==> src/design/wfks_pkg.sv <==
// ----------------------------------------------------------------------------
// Waypoint follower package
// Shared constants, codes, sequencer types and heading helpers.
// ----------------------------------------------------------------------------
package wfks_pkg;

   localparam int MAX_WAYPOINTS_DEF = 256;
   localparam int CORDIC_STEPS_DEF  = 16;
   localparam int POS_FRAC_BITS_DEF = 16;

   // Wide enough for any table depth in the supported range.
   localparam int CNT_W = 13;

   localparam logic [2:0] CSR_SPEED         = 3'd0;
   localparam logic [2:0] CSR_STEP_DT       = 3'd1;
   localparam logic [2:0] CSR_MAX_TURN_RATE = 3'd2;
   localparam logic [2:0] CSR_LANE_WIDTH    = 3'd3;
   localparam logic [2:0] CSR_WP_COUNT      = 3'd4;
   localparam logic [2:0] CSR_START_X       = 3'd5;
   localparam logic [2:0] CSR_START_Y       = 3'd6;
   localparam logic [2:0] CSR_START_HEADING = 3'd7;

   localparam logic [1:0] FUNC_LOAD    = 2'd0;
   localparam logic [1:0] FUNC_TICK    = 2'd1;
   localparam logic [1:0] FUNC_RESTART = 2'd2;

   localparam logic signed [17:0] PI_Q13     = 18'sd25736;
   localparam logic signed [17:0] TWO_PI_Q13 = 18'sd51472;

   localparam logic signed [33:0] HALF_PI_Q30 = 34'sd1686629713;
   localparam logic signed [33:0] PI_Q30      = 34'sd3373259426;
   localparam logic signed [33:0] CORDIC_K    = 34'sd652032874;

   typedef enum logic [1:0] {
      ST_MOVED,
      ST_ADVANCED,
      ST_NO_TARGET,
      ST_ACK
   } rsp_status_type;

   typedef enum logic [4:0] {
      OP_NONE,
      OP_LATCH,
      OP_LOAD,
      OP_RESTART,
      OP_FETCH,
      OP_STEPMUL,
      OP_DIFF,
      OP_SQSTEP,
      OP_SQDX,
      OP_SQDY,
      OP_NEAR,
      OP_ADVANCE,
      OP_LIMMUL,
      OP_HEAD,
      OP_CINIT,
      OP_CITER,
      OP_MULC,
      OP_ADDX,
      OP_ADDY
   } dp_op_type;

   typedef struct packed {
      dp_op_type      op;
      logic           publish;
      rsp_status_type code;
   } dp_cmd_type;

   typedef struct packed {
      logic no_target;
      logic advance;
      logic cordic_done;
   } dp_stat_type;

   typedef enum logic [4:0] {
      S_IDLE,
      S_LOAD,
      S_RESTART,
      S_FETCH,
      S_STEPMUL,
      S_DIFF,
      S_SQSTEP,
      S_SQDX,
      S_SQDY,
      S_NEAR,
      S_DECIDE,
      S_ADVANCE,
      S_LIMMUL,
      S_HEAD,
      S_CINIT,
      S_CITER,
      S_ADDX,
      S_ADDY,
      S_FINISH
   } ctrl_state_type;

   // One correction step brings any value used here back into [-pi, pi].
   function automatic logic signed [17:0] wrap_heading(input logic signed [17:0] h);
      logic signed [17:0] r;
      begin
         r = h;
         if (h > PI_Q13) begin
            r = h - TWO_PI_Q13;
         end else if (h < -PI_Q13) begin
            r = h + TWO_PI_Q13;
         end
         return r;
      end
   endfunction

   function automatic logic signed [33:0] atan_q30(input logic [4:0] i);
      logic signed [33:0] r;
      begin
         unique case (i)
            5'd0:    r = 34'sd843314857;
            5'd1:    r = 34'sd497837829;
            5'd2:    r = 34'sd263043837;
            5'd3:    r = 34'sd133525159;
            5'd4:    r = 34'sd67021687;
            5'd5:    r = 34'sd33543516;
            5'd6:    r = 34'sd16775851;
            5'd7:    r = 34'sd8388437;
            5'd8:    r = 34'sd4194283;
            5'd9:    r = 34'sd2097149;
            5'd10:   r = 34'sd1048576;
            5'd11:   r = 34'sd524288;
            5'd12:   r = 34'sd262144;
            5'd13:   r = 34'sd131072;
            5'd14:   r = 34'sd65536;
            5'd15:   r = 34'sd32768;
            5'd16:   r = 34'sd16384;
            5'd17:   r = 34'sd8192;
            5'd18:   r = 34'sd4096;
            5'd19:   r = 34'sd2048;
            5'd20:   r = 34'sd1024;
            5'd21:   r = 34'sd512;
            5'd22:   r = 34'sd256;
            5'd23:   r = 34'sd128;
            default: r = 34'sd0;
         endcase
         return r;
      end
   endfunction

endpackage

==> src/design/wfks_ctrl.sv <==
// ----------------------------------------------------------------------------
// Waypoint follower controller
// Sequences the datapath through load, restart and tick items.
// ----------------------------------------------------------------------------
module wfks_ctrl
   import wfks_pkg::*;
(
   input  logic        clock,
   input  logic        reset,
   input  logic        req_valid,
   output logic        req_ready,
   input  logic [1:0]  req_func,
   output logic        rsp_valid,
   input  logic        rsp_ready,
   input  dp_stat_type stat,
   output dp_cmd_type  cmd
);

   ctrl_state_type state_ff, state_in;
   rsp_status_type code_ff, code_in;
   logic           rsp_valid_ff, rsp_valid_in;

   always_ff @(posedge clock) begin
      if (reset) begin
         state_ff     <= S_IDLE;
         code_ff      <= ST_ACK;
         rsp_valid_ff <= 1'b0;
      end else begin
         state_ff     <= state_in;
         code_ff      <= code_in;
         rsp_valid_ff <= rsp_valid_in;
      end
   end

   always_comb begin
      state_in     = state_ff;
      code_in      = code_ff;
      rsp_valid_in = rsp_valid_ff & ~rsp_ready;
      req_ready    = 1'b0;
      cmd.op       = OP_NONE;
      cmd.publish  = 1'b0;
      cmd.code     = code_ff;
      unique case (state_ff)
         S_IDLE: begin
            req_ready = 1'b1;
            if (req_valid) begin
               cmd.op = OP_LATCH;
               unique case (req_func)
                  FUNC_LOAD:    state_in = S_LOAD;
                  FUNC_TICK:    state_in = S_FETCH;
                  FUNC_RESTART: state_in = S_RESTART;
                  default: begin
                     code_in  = ST_NO_TARGET;
                     state_in = S_FINISH;
                  end
               endcase
            end
         end
         S_LOAD: begin
            cmd.op   = OP_LOAD;
            code_in  = ST_ACK;
            state_in = S_FINISH;
         end
         S_RESTART: begin
            cmd.op   = OP_RESTART;
            code_in  = ST_ACK;
            state_in = S_FINISH;
         end
         S_FETCH: begin
            if (stat.no_target) begin
               code_in  = ST_NO_TARGET;
               state_in = S_FINISH;
            end else begin
               cmd.op   = OP_FETCH;
               state_in = S_STEPMUL;
            end
         end
         S_STEPMUL: begin
            cmd.op   = OP_STEPMUL;
            state_in = S_DIFF;
         end
         S_DIFF: begin
            cmd.op   = OP_DIFF;
            state_in = S_SQSTEP;
         end
         S_SQSTEP: begin
            cmd.op   = OP_SQSTEP;
            state_in = S_SQDX;
         end
         S_SQDX: begin
            cmd.op   = OP_SQDX;
            state_in = S_SQDY;
         end
         S_SQDY: begin
            cmd.op   = OP_SQDY;
            state_in = S_NEAR;
         end
         S_NEAR: begin
            cmd.op   = OP_NEAR;
            state_in = S_DECIDE;
         end
         S_DECIDE: begin
            state_in = stat.advance ? S_ADVANCE : S_LIMMUL;
         end
         S_ADVANCE: begin
            cmd.op   = OP_ADVANCE;
            code_in  = ST_ADVANCED;
            state_in = S_FINISH;
         end
         S_LIMMUL: begin
            cmd.op   = OP_LIMMUL;
            state_in = S_HEAD;
         end
         S_HEAD: begin
            cmd.op   = OP_HEAD;
            state_in = S_CINIT;
         end
         S_CINIT: begin
            cmd.op   = OP_CINIT;
            state_in = S_CITER;
         end
         S_CITER: begin
            if (stat.cordic_done) begin
               cmd.op   = OP_MULC;
               state_in = S_ADDX;
            end else begin
               cmd.op = OP_CITER;
            end
         end
         S_ADDX: begin
            cmd.op   = OP_ADDX;
            state_in = S_ADDY;
         end
         S_ADDY: begin
            cmd.op   = OP_ADDY;
            code_in  = ST_MOVED;
            state_in = S_FINISH;
         end
         S_FINISH: begin
            // The result register is free once its previous beat is taken.
            if (!rsp_valid_ff || rsp_ready) begin
               cmd.publish  = 1'b1;
               rsp_valid_in = 1'b1;
               state_in     = S_IDLE;
            end
         end
         default: state_in = S_IDLE;
      endcase
   end

   assign rsp_valid = rsp_valid_ff;

endmodule

==> config.mk <==
export PLATFORM = sky130hd
export DESIGN_NAME = wfks_ctrl
export DESIGN_NICKNAME = d
export VERILOG_FILES = /design/src/design/wfks_pkg.sv /design/src/design/wfks_ctrl.sv
export SDC_FILE = /design/constraint.sdc
export NUM_CORES = 1
export LEC_CHECK = 0
export BUFFER_PORTS_ARGS = -buffer_cell sky130_fd_sc_hd__clkbuf_2
export CAP_MARGIN = 20
export CORE_MARGIN = 2
export CORE_UTILIZATION = 25
export CTS_BUF_LIST = sky130_fd_sc_hd__clkbuf_16
export CTS_CLUSTER_SIZE = 12
export DETAILED_ROUTE_END_ITERATION = 8
export HOLD_SLACK_MARGIN = 0.02
export PLACE_DENSITY_LB_ADDON = 0.15
export SKIP_LAST_GASP = 1
export SLEW_MARGIN = 25
export SYNTH_ARGS = -nofsm -noshare
export SYNTH_HDL_FRONTEND = slang
export SYNTH_SLANG_ARGS = --single-unit
==> constraint.sdc <==
create_clock -name clock -period 1.85 [get_ports clock]
set_input_delay 0.37 -clock clock [delete_from_list [all_inputs] [get_ports clock]]
set_output_delay 0.37 -clock clock [all_outputs]
set_load 0.01 [all_outputs]
== Word level (Yosys, flattened, before mapping) ==
Index checks and enable logic that the tools add are counted.
W data, S select, Z words.

* Equal/unequal tests: 25
* Mux-type cells: 20
* Bitwise gates (word level): 2
* Reduce and logical (&&, ||, !) cells: 10

{| class="wikitable"
|+ Operators with widths
! kind !! count
|-
| $pmux W5 S17 || 1
|-
| $pmux W5 S16 || 1
|-
| $eq A5 B4 Y1 const B || 8
|-
| $mux W5 || 5
|-
| $eq A5 B3 Y1 const B || 4
|-
| $eq A5 B5 Y1 const B || 3
|-
| $pmux W5 S3 || 1
|-
| $eq A5 B2 Y1 const B || 2
|-
| $ne A2 B2 Y1 const B || 5
|-
| $pmux W2 S5 || 1
|-
| $mux W1 || 6
|-
| $mux W2 || 3
|-
| $mux W3 || 2
|-
| $eq A5 B1 Y1 const B || 1
|-
| $logic_not A5 Y1 || 1
|-
| $reduce_bool A5 Y1 || 1
|-
| $reduce_and A4 Y1 || 1
|-
| $reduce_or A4 Y1 || 1
|-
| $reduce_and A3 Y1 || 1
|-
| $reduce_or A3 Y1 || 1
|-
| $eq A2 B1 Y1 const B || 1
|-
| $eq A2 B2 Y1 const B || 1
|-
| $logic_not A2 Y1 || 1
|-
| $reduce_or A2 Y1 || 1
|-
| other kinds (4) || 4
|}

* Register bits after elaboration: 8
* Output and inout bits: 10
* Logic and storage cells: 60

== Logic depth before layout (Yosys ltp) ==
* Word-level depth: 5
* Mapped depth: 6
* Gate-level depth less buffers: 4

== Worst setup path after synthesis ==
No wires, ideal clock.

* Path kind: reg-to-output
* Start: register state_ff[0]
* End: output cmd[3] (netlist name)
* Data arrival time: 1.377 ns
* Path slack: 0.103 ns
* Stages on the path, launching flop included: 7
* Path through: dfxtp_1 -> buf_2 -> buf_1 -> nand3_1 -> o31ai_1 -> a21oi_1 -> o211ai_1

{| class="wikitable"
|+ RTL lines
! element !! RTL line !! RTL
|-
| from (decl) || wfks_ctrl.sv:19 || <nowiki>ctrl_state_type state_ff, state_in;</nowiki>
|-
| from (signal assigned) || wfks_ctrl.sv:29 || <nowiki>state_ff <= state_in;</nowiki>
|-
| to (decl) || wfks_ctrl.sv:16 || <nowiki>output dp_cmd_type cmd</nowiki>
|}

==> impl_metrics.yaml <==
layout:
  finish.utilization_pct: 42.5
  antenna_cells: 0
  layout_common_cells: "buf_4, clkbuf_2, nor2_1"
  drive_gt1_share_pct: 45.1
  num-nets-final: 164
  final_common_cell: "buf_4"
  synthToLayoutAreaGrowth_pct: 62.7
  fill_cells: 300
  final_cell_area_mm2: 0.00129
critical_path:
  cp-endpoint: "cmd[3]"
  crit_fanout: 4
  crit_start: "state_ff[2]"
  path_delay_family: "simple AND/OR/NAND/NOR gates"
  r2r_setup_slack_ns: 0.04
  critical_path_depth: 5
  arrival_ns: 1.48
  worst-setup-path-type: "flip-flop to output port"
  slowest_stage: "or3b_4"
  cp-start-kind: "flip-flop"
  r2r_end: "state_ff[2]"
  critPathRequiredTime_ns: 1.48
  path_cells: "or3b_4 > o32ai_2 > o21bai_1 > o211ai_1 > buf_2"
  crit_buf_inv: 1
  max_stage_delay_ns: 0.40
  critPathCaptureType: "output port"
  r2r_start: "state_ff[1]"
  r2r_cells: 6
pwr:
  leakage_nw: 0.548
  irDropWorstVdd_v: 0.000347
  p_per_area_mw_per_mm2: 1630
sta:
  period_needed_ns: 1.85
  setup_viol: 0
  setup_tns_ns: 0
  timing.final.hold_violations: 0
  tightest_slew_ns: 0.339
  finClkSkew_ns: 0.00194
  rsz0062_at_grt: "yes"
  holdWs_ns: 0.446
  slew_headroom_pct: 77.2
  fin_crit_sh_pct: 99.9
  max_clock_freq_mhz: 541
  drv_slew: 0
synth:
  dominantRegCellSynth: "dfxtp_1"
  yosysSeqAreaShare_pct: 20.3
  synthesis.area_um2: 791
  synth_nets: 123
  ys_warn_count: 0
  synth_edf_count: 0
  ys_types: 44
  postSynthAreaPerCell_um2: 6.94
  ys_ff_latch: 8
  ys_async_sr_fraction_pct: 0
  syn_inst: 114
min_path:
  worstHoldPathType: "primary input to flip-flop"
clocking:
  worstSkewPairLatency_ns: 0.24
  clk_pin_slew_ns: 0.04
  htree_levels: 1
  clock_sink_count: 8
  numCtsBuffers: 3
  ctsHoldBuffers: 0
  clock_path_buffers: 2
  cts_tree: "yes"
  clock-root-buffer: "clkbuf_16"
floorplan:
  core_mm2: 0.00303
  die_height_um: 60.2
  die_w_um: 60.2
  start_util_pct: 26.1
  io_pins: 19
  dieArea_mm2: 0.00363
  num_rows: 20
drt:
  drtIter0Drc: 44
  route.detailed.drc: 0
  routed_wl_um: 2660
  via_per_inst: 5.08
  vias: 1000
  avgRoutedWirePerCell_um: 13.5
  ant_nets: 0
  firstDrtPassIters: 4
global_routing:
  grt_pass1_vias: 855
  grt_max_degree: 17
  antenna_found_initial: 0
  grt_pass1_wl_um: 4040
  gr-total-overflow: 0
  track_usage_pct: 15.4
placement:
  gp_congestion: 0.786
  port_buffers: 18
  placed_area_mm2: 0.00104
  dpl.hpwl_um: 1910
run_status:
  status: "completed"
job:
  maxCapViolCount: 0
layer usage:
layer / routed length [µm] / GRT usage, %
met5: 0 / 0
met2: 1330 / 25.8
met3: 67 / 2.60
met4: 48 / 6.67
met1: 1210 / 19.4
per-stage QoR:
step | power [W] | setup WS (ns) | cells
after CTS | 0.00198 | -0.0184 | 191
after floorplan | 0.000979 | 0.103 | 114
final | 0.00210 | 0.00219 | 197
after detailed placement | 0.00143 | 0.0128 | 182
after global routing | 0.00224 | -0.0803 | 197
after global placement | 0.00144 | 0.0204 | 182
cells in the mapped netlist (2+ instances only):
cell type | count | area, µm²
nor2_1 | 14 | 52.6
a21oi_1 | 11 | 55.1
dfxtp_1 | 8 | 160
nor3_1 | 8 | 40.0
nand2_1 | 7 | 26.3
buf_2 | 5 | 25.0
a31oi_1 | 4 | 25.0
buf_1 | 4 | 15.0
inv_1 | 4 | 15.0
nand3_1 | 4 | 20.0
a311oi_1 | 3 | 26.3
o211ai_1 | 3 | 22.5
o21ai_0 | 3 | 15.0
and2_1 | 2 | 12.5
nand2b_1 | 2 | 12.5
nand3b_1 | 2 | 15.0
nor2b_1 | 2 | 12.5
nor4_1 | 2 | 12.5
area by class of cell:
cell class	count	area, µm²	share of cell area, %
Inverter	4	15.0	1.17
Timing Repair Buffer	47	344	26.8
Sequential cell	8	176	13.7
Multi-Input combinational cell	91	621	48.2
Tap cell	44	55.1	4.28
Clock buffer	3	75.1	5.84
worst min-delay path by stage:
stage | from | depth (start not counted) | slack (ns) | endpoint
after floorplan | code_ff[0] | 1 | 0.53 | code_ff[0]
after global placement | code_ff[0] | 1 | 0.48 | code_ff[0]
after detailed placement | code_ff[0] | 1 | 0.49 | code_ff[0]
after CTS | reset | 2 | 0.45 | state_ff[2]
after global routing | reset | 2 | 0.48 | state_ff[0]
final | reset | 2 | 0.45 | state_ff[0]
cells by family after synthesis:
kind of cell    count (synthesis)  share of synthesized area (%)
compound gates                 34                           29.1
xor+xnor                        1                           1.11
buf+inv                        15                           8.07
flops                           8                           20.3
simple gates                   56                           41.5
sequential cells by signal (all words and copies together), names as in the netlist:
signal / cells
code_ff: 2
state_ff: 5
rsp_valid: 1
what timing repair did:
item | CTS | global route
gates resized for setup | 14 | 11
pin swaps | 4 | 9
endpoints found under the setup margin | 7 | 5
buffers inserted | 6 | 6
worst register-to-register path: cells and delay by family, from the launching register on:
kind / cells / cell delay [ns]
flops: 1 / 0.36
compound gates: 1 / 0.23
simple gates: 3 / 0.84
buf+inv: 2 / 0.28
where the power goes:
group	leakage, nW	switching (W)	internal (W)
sequential	0.0687	0.0000734	0.000240
combinational	0.442	0.000662	0.000753
clock	0.0370	0.0000893	0.000279
total	0.548	0.000825	0.00127
Note: power is estimated with default switching activity, not from simulation.
